<file path="config.mk">
export PLATFORM = sky130hd
export DESIGN_NAME = ip_address_text_validator
export DESIGN_NICKNAME = d
export VERILOG_FILES = /design/src/ipval_pkg.sv /design/src/ipval_v4_check.sv /design/src/ipval_v6_check.sv /design/src/ip_address_text_validator.sv
export SDC_FILE = /design/constraint.sdc
export NUM_CORES = 1
export LEC_CHECK = 0
export ABC_AREA = 0
export BUFFER_PORTS_ARGS = -buffer_cell sky130_fd_sc_hd__buf_2
export CAP_MARGIN = 20
export CORE_AREA = 5 5 71 73
export DETAILED_ROUTE_END_ITERATION = 10
export DIE_AREA = 0 0 76 78
export HOLD_SLACK_MARGIN = 0.02
export PLACE_DENSITY = 0.78
export SLEW_MARGIN = 10
export SYNTH_ARGS = -nofsm -noshare
export SYNTH_HDL_FRONTEND = slang
export SYNTH_HIERARCHICAL = 1
export SYNTH_SLANG_ARGS = --single-unit
</file>
<file path="constraint.sdc">
create_clock -name clk_i -period 3.3 [get_ports clk_i]
set_clock_uncertainty 0.05 [all_clocks]
set_input_delay 0.33 -clock clk_i [delete_from_list [all_inputs] [get_ports clk_i]]
set_output_delay 0.33 -clock clk_i [all_outputs]
set_load 0.02 [all_outputs]
</file>
<file path="src/ipval_pkg.sv">
package ipval_pkg;

  typedef enum logic [1:0] {
    VERDICT_NONE = 2'd0,
    VERDICT_V4   = 2'd1,
    VERDICT_V6   = 2'd2
  } verdict_e;

  localparam logic [7:0] CharDot   = 8'h2E;
  localparam logic [7:0] CharColon = 8'h3A;
  localparam logic [7:0] CharZero  = 8'h30;
  localparam logic [7:0] CharNine  = 8'h39;
  localparam logic [7:0] CharLowA  = 8'h61;
  localparam logic [7:0] CharLowF  = 8'h66;
  localparam logic [7:0] CharUpA   = 8'h41;
  localparam logic [7:0] CharUpF   = 8'h46;

  localparam logic [9:0] V4MaxValue  = 10'd255;
  localparam logic [2:0] V4MaxDigits = 3'd3;
  localparam logic [2:0] V4LastGroup = 3'd3;
  localparam logic [2:0] V6MaxDigits = 3'd4;
  localparam logic [3:0] V6LastGroup = 4'd7;

  // one character as it is applied to the parsers
  typedef struct packed {
    logic       step;
    logic       last;
    logic [7:0] char_code;
  } beat_t;

endpackage

</file>
<file path="src/ipval_v4_check.sv">
module ipval_v4_check (
  input  logic           clk_i,
  input  logic           rst_ni,
  input  ipval_pkg::beat_t beat_i,
  output logic           ok_o
);

  logic [2:0] group_cnt_q, group_cnt_d;
  logic [2:0] digit_cnt_q, digit_cnt_d;
  logic [9:0] value_q, value_d;
  logic       first_zero_q, first_zero_d;
  logic       still_ok_q, still_ok_d;
  logic       is_digit;
  logic [3:0] digit;
  logic [9:0] value_next;

  assign is_digit = (beat_i.char_code >= ipval_pkg::CharZero) &&
                    (beat_i.char_code <= ipval_pkg::CharNine);
  assign digit = beat_i.char_code[3:0];
  assign value_next = {value_q[6:0], 3'b000} + {value_q[8:0], 1'b0} + {6'd0, digit};

  always_comb begin
    group_cnt_d  = group_cnt_q;
    digit_cnt_d  = digit_cnt_q;
    value_d      = value_q;
    first_zero_d = first_zero_q;
    still_ok_d   = still_ok_q;
    if (beat_i.char_code == ipval_pkg::CharDot) begin
      if (digit_cnt_q == 3'd0) still_ok_d = 1'b0;
      if (group_cnt_q != 3'd7) group_cnt_d = group_cnt_q + 3'd1;
      digit_cnt_d  = 3'd0;
      value_d      = 10'd0;
      first_zero_d = 1'b0;
    end else if (is_digit) begin
      if (digit_cnt_q >= ipval_pkg::V4MaxDigits) begin
        still_ok_d = 1'b0;
      end else begin
        if ((digit_cnt_q != 3'd0) && first_zero_q) still_ok_d = 1'b0;
        if ((digit_cnt_q == 3'd0) && (digit == 4'd0)) first_zero_d = 1'b1;
        value_d = value_next;
        if (value_next > ipval_pkg::V4MaxValue) still_ok_d = 1'b0;
      end
      if (digit_cnt_q != 3'd7) digit_cnt_d = digit_cnt_q + 3'd1;
    end else begin
      still_ok_d = 1'b0;
    end
  end

  assign ok_o = still_ok_d && (digit_cnt_d != 3'd0) &&
                (group_cnt_d == ipval_pkg::V4LastGroup);

  always_ff @(posedge clk_i or negedge rst_ni) begin
    if (!rst_ni) begin
      group_cnt_q  <= 3'd0;
      digit_cnt_q  <= 3'd0;
      value_q      <= 10'd0;
      first_zero_q <= 1'b0;
      still_ok_q   <= 1'b1;
    end else if (beat_i.step) begin
      if (beat_i.last) begin
        group_cnt_q  <= 3'd0;
        digit_cnt_q  <= 3'd0;
        value_q      <= 10'd0;
        first_zero_q <= 1'b0;
        still_ok_q   <= 1'b1;
      end else begin
        group_cnt_q  <= group_cnt_d;
        digit_cnt_q  <= digit_cnt_d;
        value_q      <= value_d;
        first_zero_q <= first_zero_d;
        still_ok_q   <= still_ok_d;
      end
    end
  end

endmodule

</file>
<file path="src/ipval_v6_check.sv">
module ipval_v6_check (
  input  logic           clk_i,
  input  logic           rst_ni,
  input  ipval_pkg::beat_t beat_i,
  output logic           ok_o
);

  logic [3:0] group_cnt_q, group_cnt_d;
  logic [2:0] digit_cnt_q, digit_cnt_d;
  logic       still_ok_q, still_ok_d;
  logic       is_hex;

  assign is_hex = ((beat_i.char_code >= ipval_pkg::CharZero) &&
                   (beat_i.char_code <= ipval_pkg::CharNine)) ||
                  ((beat_i.char_code >= ipval_pkg::CharLowA) &&
                   (beat_i.char_code <= ipval_pkg::CharLowF)) ||
                  ((beat_i.char_code >= ipval_pkg::CharUpA) &&
                   (beat_i.char_code <= ipval_pkg::CharUpF));

  always_comb begin
    group_cnt_d = group_cnt_q;
    digit_cnt_d = digit_cnt_q;
    still_ok_d  = still_ok_q;
    if (beat_i.char_code == ipval_pkg::CharColon) begin
      if (digit_cnt_q == 3'd0) still_ok_d = 1'b0;
      if (group_cnt_q != 4'd15) group_cnt_d = group_cnt_q + 4'd1;
      digit_cnt_d = 3'd0;
    end else if (is_hex) begin
      if (digit_cnt_q >= ipval_pkg::V6MaxDigits) still_ok_d = 1'b0;
      if (digit_cnt_q != 3'd7) digit_cnt_d = digit_cnt_q + 3'd1;
    end else begin
      still_ok_d = 1'b0;
    end
  end

  assign ok_o = still_ok_d && (digit_cnt_d != 3'd0) &&
                (group_cnt_d == ipval_pkg::V6LastGroup);

  always_ff @(posedge clk_i or negedge rst_ni) begin
    if (!rst_ni) begin
      group_cnt_q <= 4'd0;
      digit_cnt_q <= 3'd0;
      still_ok_q  <= 1'b1;
    end else if (beat_i.step) begin
      if (beat_i.last) begin
        group_cnt_q <= 4'd0;
        digit_cnt_q <= 3'd0;
        still_ok_q  <= 1'b1;
      end else begin
        group_cnt_q <= group_cnt_d;
        digit_cnt_q <= digit_cnt_d;
        still_ok_q  <= still_ok_d;
      end
    end
  end

endmodule

</file>
<file path="src/ip_address_text_validator.sv">
// Checks address text, one character per item, against the IPv4 dotted-quad
// and the IPv6 eight-group hex forms at once. Each character is taken into an
// input register and applied from there to both parsers; the item marked
// tlast yields one verdict item (0 neither, 1 IPv4, 2 IPv6) and returns the
// parsers to their start state; its verdict is held in the output register.
// One item per cycle is sustained; the only stall comes from a verdict still
// held in the output register when the next string ends.
module ip_address_text_validator (
  input  logic       clk_i,
  input  logic       rst_ni,
  input  logic       s_axis_tvalid_i,
  output logic       s_axis_tready_o,
  input  logic [7:0] s_axis_tdata_i,  // [7:0] char_code
  input  logic       s_axis_tlast_i,  // is_last
  output logic       m_axis_tvalid_o,
  input  logic       m_axis_tready_i,
  output logic [7:0] m_axis_tdata_o   // [1:0] verdict, [7:2] zero
);

  logic                in_valid_q;
  logic [7:0]          in_char_q;
  logic                in_last_q;
  logic                out_valid_q;
  ipval_pkg::verdict_e out_verdict_q, out_verdict_d;
  logic                out_free;
  logic                fire;
  logic                v4_ok, v6_ok;
  ipval_pkg::beat_t    beat;

  assign out_free        = !out_valid_q || m_axis_tready_i;
  assign fire            = in_valid_q && (!in_last_q || out_free);
  assign s_axis_tready_o = !in_valid_q || fire;

  assign beat.step      = fire;
  assign beat.last      = in_last_q;
  assign beat.char_code = in_char_q;

  ipval_v4_check u_v4 (
    .clk_i  (clk_i),
    .rst_ni (rst_ni),
    .beat_i (beat),
    .ok_o   (v4_ok)
  );

  ipval_v6_check u_v6 (
    .clk_i  (clk_i),
    .rst_ni (rst_ni),
    .beat_i (beat),
    .ok_o   (v6_ok)
  );

  always_comb begin
    priority if (v6_ok) begin
      out_verdict_d = ipval_pkg::VERDICT_V6;
    end else if (v4_ok) begin
      out_verdict_d = ipval_pkg::VERDICT_V4;
    end else begin
      out_verdict_d = ipval_pkg::VERDICT_NONE;
    end
  end

  always_ff @(posedge clk_i or negedge rst_ni) begin
    if (!rst_ni) begin
      in_valid_q <= 1'b0;
    end else if (s_axis_tready_o) begin
      in_valid_q <= s_axis_tvalid_i;
    end
  end

  always_ff @(posedge clk_i) begin
    if (s_axis_tready_o && s_axis_tvalid_i) begin
      in_char_q <= s_axis_tdata_i;
      in_last_q <= s_axis_tlast_i;
    end
  end

  always_ff @(posedge clk_i or negedge rst_ni) begin
    if (!rst_ni) begin
      out_valid_q <= 1'b0;
    end else if (out_free) begin
      out_valid_q <= fire && in_last_q;
    end
  end

  always_ff @(posedge clk_i) begin
    if (fire && in_last_q) begin
      out_verdict_q <= out_verdict_d;
    end
  end

  assign m_axis_tvalid_o = out_valid_q;
  assign m_axis_tdata_o  = {6'd0, out_verdict_q};

endmodule
</file>
==> results of run 1 <==
## stage by stage
stage | total power, W | setup WS, ns | std cells | utilization | hold WS (ns)
2_1_floorplan | 0.000733 | 0.315 | 241 | - | -0.0156
3_3_place_gp | 0.000784 | 0.369 | 304 | 0.607 | 0.353
3_5_place_dp | 0.000794 | 0.240 | 304 | 0.607 | 0.349
4_1_cts | 0.00111 | 0.203 | 312 | 0.627 | 0.0335
5_1_grt | 0.00117 | 0.0138 | 312 | 0.627 | 0.0652
6_report | 0.00110 | 0.222 | 312 | 0.627 | 0.0113
## path summary, 6_finish.rpt
kind | startpoint | endpoint | slack [ns] | depth (start not counted)
worst max register to register | u_v4/value_q[0]$_DFFE_PN0P_ | out_verdict_q[0]$_SDFFCE_PP0P_ | 0.22 | 9
worst min-delay path | rst_ni | u_v4/digit_cnt_q[2]$_DFFE_PN0P_ | 0.01 | 1
max in group asynchronous | rst_ni | u_v4/digit_cnt_q[0]$_DFFE_PN0P_ | 2.77 | 1
worst max-delay path | u_v4/value_q[0]$_DFFE_PN0P_ | out_verdict_q[0]$_SDFFCE_PP0P_ | 0.22 | 9
min in group clk_i | s_axis_tdata_i[7] | in_char_q[7]$_DFFE_PP_ | 0.16 | 1
worst min register to register | u_v4/value_q[7]$_DFFE_PN0P_ | u_v4/value_q[7]$_DFFE_PN0P_ | 0.48 | 1
## registers in the layout, summed over array words and instances (netlist names)
register and flops:
m_axis_tvalid_o 1, u_v4/group_cnt_q 3, u_v4/value_q 9, in_valid_q 1
u_v6/digit_cnt_q 3, in_char_q 8, in_last_q 1, u_v4/still_ok_q 1
out_verdict_q 2, u_v6/still_ok_q 1, u_v6/group_cnt_q 4, u_v4/digit_cnt_q 3
u_v4/first_zero_q 1
## power by group through the flow
stage               Combinational (W)  Clock, W  Sequential, W
finish                       0.000227  0.000313       0.000559
global route                 0.000258  0.000344       0.000563
CTS                          0.000229  0.000321       0.000558
detailed placement           0.000226         0       0.000568
global placement             0.000219         0       0.000565
floorplan                    0.000168         0       0.000565
## cells in the final DEF, fill, tap and decap left out, drive strengths merged, types with 3 or more instances in the layout
cell / count
a21o: 4
a21oi: 15
a22o: 9
a31oi: 5
and2: 3
buf: 20
clkbuf: 5
conb: 6
dfrtp: 25
edfxtp: 11
ha: 20
inv: 17
mux2: 4
mux2i: 5
nand2: 15
nand2b: 7
nand3: 4
nand4: 4
nor2: 18
nor2b: 3
nor3: 3
o21ai: 6
o22ai: 4
xnor2: 4
## final cells by class
cell class | count | area, µm²
clock buffers | 5 | 68.8
fillers | 369 | 1600
multi-input cells | 177 | 1360
inverters | 17 | 63.8
clock inverters | 3 | 16.3
repair buffers | 20 | 110
well taps | 52 | 65.1
flip-flops and latches | 38 | 1010
## worst reg2reg max path, stage by stage (launching register included)
cell                       delay [ns]
sky130_fd_sc_hd__dfrtp_1         0.40
sky130_fd_sc_hd__inv_1           0.13
sky130_fd_sc_hd__fa_1            0.47
sky130_fd_sc_hd__fa_1            0.44
sky130_fd_sc_hd__nand2b_1        0.20
sky130_fd_sc_hd__a21oi_2         0.17
sky130_fd_sc_hd__mux2i_1         0.08
sky130_fd_sc_hd__or4_4           0.55
sky130_fd_sc_hd__nor4_2          0.28
sky130_fd_sc_hd__nor2b_1         0.17
## routing by layer
| metal | part of all wire | track usage | up-vias |
|---|---|---|---|
| met3 | 0.034 | 0.0208 | 12 |
| met5 | 0 | 0 | - |
| li1 | - | - | 899 |
| met2 | 0.48 | 0.291 | 46 |
| met1 | 0.46 | 0.225 | 888 |
| met4 | 0.028 | 0.0801 | 0 |
## logic make-up (layout without fill, tap and decap cells)
logic type / after synthesis / in the layout
mux: 9 / 9
flops: 38 / 38
other cells: 1 / 6
xor+xnor: 6 / 6
fa+ha+maj: 22 / 22
buf+inv: 26 / 45
compound gates: 59 / 59
simple gates: 75 / 75
## cell usage after synthesis (4+ instances only)
| cell | n |
|---|---|
| sky130_fd_sc_hd__edfxtp_1 | 11 |
| sky130_fd_sc_hd__nand3_1 | 4 |
| sky130_fd_sc_hd__mux2_2 | 4 |
| sky130_fd_sc_hd__a22o_1 | 8 |
| sky130_fd_sc_hd__xnor2_1 | 4 |
| sky130_fd_sc_hd__buf_4 | 6 |
| sky130_fd_sc_hd__o21ai_0 | 5 |
| sky130_fd_sc_hd__o22ai_1 | 4 |
| sky130_fd_sc_hd__nand2b_1 | 7 |
| sky130_fd_sc_hd__ha_1 | 20 |
| sky130_fd_sc_hd__nand4_1 | 4 |
| sky130_fd_sc_hd__dfrtp_1 | 25 |
| sky130_fd_sc_hd__a21oi_1 | 14 |
| sky130_fd_sc_hd__mux2i_1 | 5 |
| sky130_fd_sc_hd__nor2_1 | 17 |
| sky130_fd_sc_hd__a31oi_1 | 5 |
| sky130_fd_sc_hd__nand2_1 | 15 |
| sky130_fd_sc_hd__inv_1 | 17 |
==> metrics list, run 1 <==
- The share of synthesized area in the top cell type comes to 0.254.
- Sum of buffers and inverters on the critical path: 1
* Headroom to the max-slew limit: 0.540
- The die is approximately 80 µm tall.
* Global-route wire length before repair: about 8500 µm
* Hold Vio Cnt, Final: 0
- The first detailed-routing pass ran for 5 iterations.
* CP Data Required Time: about 3.4 ns
* Total clock buffers created by CTS: 5
* Clock slew at reported path FFs: 0.08 ns
- Peak fanout along the critical path: 3
* Detail Placement HPWL: 3740 µm
- The worst setup path is launched from a flip-flop.
- Synth Area in Adders: 0.118
* Highest-delay cell along the critical path: sky130_fd_sc_hd__or4_4
* GPL Wtd Cong: slightly below 0.9
- Placed instance area: 2610 µm²
- The analysis attributes to cell leakage a power of 1.26 nW.
- The tightest min-delay check is of the primary input to async pin type.
- Final total negative setup slack: 0 ns
- Largest family of logic cells by synthesized area: simple AND/OR/NAND/NOR gates
- Number of warnings printed during yosys synthesis: 6
- Total inserted antenna cells: 0
- Sequential fraction of design power: 0.508
* Iteration-0 DRC count of the detailed router: approximately 120
- TritonCTS built the clock tree.
- In the final routed layout, each cell accounts on average for 16.0 µm.
- Post-synthesis sequential area ratio: 0.409
* Synth Area per Inst: approximately 10 µm²
* Maximum operating frequency: between 300 and 400 MHz
- For this configuration, the core starts out at a cell density of 0.574.
- Post-synthesis xor/xnor area fraction: 0.0213
- Via-per-instance ratio: around 6
- Across every metal layer, demand over resource in global routing totals 0.174.
* Total via count after detailed routing: 1845
- Category of the critical setup timing path: flip-flop to flip-flop
- The H-tree generated during clock tree synthesis spans 2 levels.
- Setup repair after global routing left no endpoint under its margin.
* Total setup buffers inserted after CTS: 0
- Netlist Area Pre-Place: 2460 µm²
- The complex-gate fraction of the synthesized area was 0.170.
- Dividing total power by cell area gives a power density of around 410 nW/µm².
- In this run the tool buffered the top-level ports with 16 buffer cells.
- Std-Cell Core Area: 4290 µm²
- Cell area after layout: 2690 µm²
- The tree is rooted in a sky130_fd_sc_hd__clkbuf_8.
- The number of different library cells used by synthesis comes to 65.
- Number of antenna violations at the first check in global routing: 0
- Area of the die: 5930 µm²
- Family with the most delay on the worst path: simple AND/OR/NAND/NOR gates
- Detail Route Antenna Nets: 0
* Net Sw Frac: 0.302
- Ranked by total cell area, the synthesized netlist is headed by sky130_fd_sc_hd__dfrtp_1 25%, sky130_fd_sc_hd__edfxtp_1 13%, sky130_fd_sc_hd__ha_1 10%.
* Final setup viols: 0
- Synthesis inferred 38 register bits.
- Number of placement rows: 24
- Delay of the slowest cell on the worst path: about 0.55 ns
- Pin count of the biggest net entering global routing: 28
- Fin nets: 294
* Final period util: 0.933
- Pin slew with the least headroom to its limit: just under 0.7 ns
* Proportion of layout cells with a drive suffix above 1: 0.196
* Minimum period implied by the final worst setup slack: 3.08 ns
- Max Cap Violations: 0
- Simple-gate portion of the synthesized area: 0.193
- Hold repair after CTS inserted 0 buffers.
- The signal on the critical path passes through inv_1 -> fa_1 -> fa_1 -> nand2b_1 -> a21oi_2 -> mux2i_1 -> or4_4 -> nor4_2 -> nor2b_1.
- Total wire length: 5000 µm
- IR analysis of the VDD net gives a maximum drop of 0.000324 V.
- The run finished with clean final reports.
- Counting flops with a built-in enable in the synthesized netlist gives 11.
- In this run the power spent charging and discharging nets is 0.000332 W.
- The count of final max-slew check failures was 0.
* Library cell appearing most often on the critical path: sky130_fd_sc_hd__fa_1
- The share of total power dissipated in combinational logic is 0.207.
* Residual DRC: 0
* Library cell with the largest summed area after synthesis: sky130_fd_sc_hd__dfrtp_1
* Mapped Cells: 236
- The internal portion of the total power is 0.000767 W.
- Cells resized by post-CTS repair: 0
- Area growth, synth to finish: 9.19%
- Dominant register cell in the synthesized netlist: sky130_fd_sc_hd__dfrtp_1
- The clock reaches the later pin of the worst-skew pair after 0.29 ns.
- I/O pin count: 23
- Sink count of the clock tree: 38
- Of the post-synthesis cell area, the part taken by muxes is 0.0386.
- For the worst setup path, the data arrival time is 3.17 ns.
- For this run, asynchronously set or reset flops after synthesis account for 0.711.
* Clock network power share: 0.285
- Vias in the first global route: 1861
- Clock Tree Buf Depth: 2
- Width of the chip: 76 µm
- Overflow after GRT: 0
* Worst Setup End Kind: flip-flop
Note: power is estimated with default switching activity, not from simulation.
==> inputs of run 2 (changes only) <==
==> constraint.sdc (replaced) <==
create_clock -name clk_i -period 3.45 [get_ports clk_i]
set_clock_uncertainty 0.05 [all_clocks]
set_input_delay 0.345 -clock clk_i [delete_from_list [all_inputs] [get_ports clk_i]]
set_output_delay 0.345 -clock clk_i [all_outputs]
set_load 0.02 [all_outputs]
==> run 2 against run 1 <==
Via count grew 1.3%; first-iteration DRC count is 3.4% lower; utilization rose by 0.93 points; largest power group unchanged; non-clock buffer count shrank 1; flip-flop and latch count unchanged; worst hold slack better by 0.0092 ns; die area stayed put; global-route usage grew 0.17 points; sequential power shrank 4.3%; final cell count shrank 0.32%; power increased by 8.4%; critical path type unchanged; clock-buffer cell count unchanged.
==> metrics list, run 2 (synthesized netlist as in run 1, its figures left out) <==
- The flow ran to the end, and the final reports show no timing, DRC or antenna violations.
- The half-perimeter wire length after detailed placement came to 3600 µm (-3.8%).
- Global-route wire length before repair: 8510 µm (-0.25%)
* Switching pwr: 0.000312 W (-6.1%)
- Number of antenna violations at the first check in global routing: 0 (unchanged)
* FF-to-FF Start: in_char_q[2]$_DFFE_PP_
- The clock-pin slew on the worst setup and hold paths was 0.07 ns (about the same).
- Fillers: 344 (-6.8%)
- Proportion of layout cells with a drive suffix above 1: 0.193 (-0.00310)
* Detail Route Antenna Nets: 0 (unchanged)
- Cell Count Post-Placement: 302 (-0.66%)
- Category of the critical setup timing path: flip-flop to flip-flop
- Avg WL per Cell: 15.7 µm (-2.2%)
- Minimum period implied by the final worst setup slack: 3.11 ns (+0.0318 ns)
* Internal power component: 0.000880 W (+15%)
- The number of CTS-inserted buffers was 5 (unchanged).
- The post-detailed-routing wire length was 4870 µm (-2.6%).
- Hold Vio Cnt, Final: 0 (unchanged)
- Pin count of the biggest net entering global routing: 28 (unchanged)
* Initial standard-cell utilization of the core: 0.574 (unchanged)
- The buffer depth of the longest clock path was 2 (unchanged).
- CP Data Required Time: 3.55 ns (+0.16 ns)
* Finished Layout Cells: 311 (-0.32%)
* Final period util: 0.902 (-0.0313)
* Final Max Tran Viols: 0 (unchanged)
- Vias in the first global route: 1860 (-0.054%)
* Overflow after GRT: 0 (unchanged)
- Headroom to the max-slew limit: 0.521 (-0.0193)
- Worst slack on hold paths: 0.0205 ns (+0.00921 ns)
* Max Cap Violations: 0 (unchanged)
* Std-Cell Core Area: 4290 µm² (unchanged)
- Reg2Reg Setup Slack: 0.34 ns (+0.12 ns)
- The number of antenna diodes is 0 (unchanged).
- In this run the worst setup path terminates at out_verdict_q[0]$_SDFFCE_PP0P_.
- The worst-case reg-to-reg path depth was 10 (+1).
- Sink count of the clock tree: 38 (unchanged)
- Most frequent cells in the layout: 25 x sky130_fd_sc_hd__dfrtp_1, 20 x sky130_fd_sc_hd__ha_1, 17 x sky130_fd_sc_hd__nor2_1, 17 x sky130_fd_sc_hd__inv_1, 16 x sky130_fd_sc_hd__buf_2
- The endpoint identified for the worst register-to-register timing path is out_verdict_q[0]$_SDFFCE_PP0P_.
- Lkg Pwr: 1.28 nW (+1.5%)
- Placed instance area: 2590 µm² (-0.58%)
* I/O pin count: 23 (unchanged)
- Worst-case setup margin in the final layout: 0.340 ns (+0.118 ns)
- The total DRC errors in the routed layout was 0 (unchanged).
- The flip-flop count of the largest register after layout is 9 (unchanged).
- The global-route met1 utilization was 0.220 (-0.00457).
* Pin slew with the least headroom to its limit: 0.714 ns (+0.0287 ns)
- Max VDD drop: 0.000278 V (-14%)
- Leaving out fill and tap cells, the most frequent cell in the layout is sky130_fd_sc_hd__dfrtp_1.
- Total via count after detailed routing: 1869 (+1.3%)
* Clock tree from TritonCTS: built
- Iteration-0 DRC count of the detailed router: 114 (-3.4%)
* Gate power share: 0.179 (-0.028)
* Width of the chip: 76 µm (unchanged)
* Pre-antenna DRT Iters: 4 (-1)
- Setup repair after global routing left no endpoint under its margin.
- GPL Wtd Cong: 0.805 (-7.3%)
- The largest fanout on the critical path came to 8 (+5).
- Via-per-instance ratio: 6.01 (+1.6%)
- Maximum operating frequency: 322 MHz (-1.0%)
* Largest register by flop count: u_v4/value_q
- GRT Util Overall: 0.176 (+0.00168)
- Sequential fraction of design power: 0.449 (-0.059)
- The number of hold-repair buffers added at the cts stage came to 0 (unchanged).
- Insertion delay of the later-clocked pin in the worst-skew pair: 0.29 ns (about the same)
- Maximum level of the CTS H-tree: 2 (unchanged)
- Clock network power share: 0.372 (+0.087)
- Final setup viols: 0 (unchanged)
- Kind of start point of the critical path: flip-flop
- The worst setup slack before clock tree synthesis came to 0.290 ns (+0.0500 ns).
- The height of the die came to 78 µm (unchanged).
- Top Usage Layer GRT: met2
- Global-route met3 utilization: 0.0301 (+0.00926)
- Leading registers by flop count: u_v4/value_q: 9 flops, in_char_q: 8 flops, u_v6/group_cnt_q: 4 flops
- Area growth, synth to finish: 10.8%
- Number of placement rows: 24 (unchanged)
* Launching element of the worst setup path: in_char_q[2]$_DFFE_PP_
- The area enclosed by the die boundary was 5930 µm² (unchanged).
* Final total negative setup slack: 0 ns (unchanged)
* Root Buffer: sky130_fd_sc_hd__clkbuf_8
* Net Sw Frac: 0.262 (-0.0407)
- STA classifies the critical path endpoint as a flip-flop.
* Cell area after layout: 2730 µm² (+1.5%)
* GR Util met2: 0.295 (+0.00342)
- The number of port buffers was 16 (unchanged).
- Fin nets: 293 (-0.34%)
- HP Class: primary input to async pin
- The endpoint arrival time on the critical path was 3.21 ns (+0.04 ns).
- Cell Pwr Density: 436 nW/µm² (+6.9%)
-- run 2: how the worst min path moves through the flow --
stage | end | slack, ns | depth (start not counted)
2_1_floorplan | in_valid_q$_DFFE_PN0P_ | -0.0006 | 0
3_3_place_gp | u_v4/value_q[7]$_DFFE_PN0P_ | 0.36 | 1
3_5_place_dp | u_v4/value_q[7]$_DFFE_PN0P_ | 0.36 | 1
4_1_cts | u_v6/digit_cnt_q[2]$_DFFE_PN0P_ | 0.04 | 1
5_1_grt | u_v4/value_q[0]$_DFFE_PN0P_ | 0.07 | 1
6_report | u_v4/value_q[4]$_DFFE_PN0P_ | 0.02 | 1
-- run 2: through the flow --
step / util / total power, W
floorplan: - / 0.000701
global placement: 0.603 / 0.000747
detailed placement: 0.603 / 0.000755
CTS: 0.634 / 0.00120
global route: 0.636 / 0.00126
finish: 0.636 / 0.00119
-- run 2: power groups by stage --
stage / clock [W] / sequential, W / combinational, W
floorplan: 0 / 0.000540 / 0.000161
global placement: 0 / 0.000542 / 0.000204
detailed placement: 0 / 0.000544 / 0.000211
CTS: 0.000453 / 0.000535 / 0.000212
global route: 0.000474 / 0.000540 / 0.000243
finish: 0.000444 / 0.000535 / 0.000213
-- run 2: repair_timing --
item	4_1_cts	5_1_grt
gates resized for setup	0	0
endpoints found under the setup margin	0	1
setup buffers	0	1
-- run 2: layout make-up --
cell class | instances | area (µm²) | share of cell area
clock buffer | 5 | 68.8 | 0.0252
sequential | 38 | 1010 | 0.369
inverter | 17 | 63.8 | 0.0234
timing repair buffer | 19 | 103 | 0.0376
multi-input combinational | 177 | 1360 | 0.497
clock inverter | 3 | 63.8 | 0.0234
tap | 52 | 65.1 | 0.0238
-- run 2: worst max-delay path, cell delays in order, from the launching register on --
cell	delay, ns
sky130_fd_sc_hd__edfxtp_1	0.49
sky130_fd_sc_hd__ha_1	0.33
sky130_fd_sc_hd__ha_1	0.18
sky130_fd_sc_hd__inv_1	0.06
sky130_fd_sc_hd__fa_1	0.36
sky130_fd_sc_hd__nand2b_1	0.20
sky130_fd_sc_hd__a21oi_2	0.18
sky130_fd_sc_hd__mux2i_1	0.09
sky130_fd_sc_hd__or4_4	0.55
sky130_fd_sc_hd__nor4_2	0.29
sky130_fd_sc_hd__nor2b_1	0.17
-- run 2: metal layers --
metal  vias up  part of all wire  routed length [µm]
met3        11             0.044                 212
met2        46              0.50                2430
li1        899                 -                   -
met5         -                 0                   0
met4         0             0.020                  96
met1       913              0.44                2130
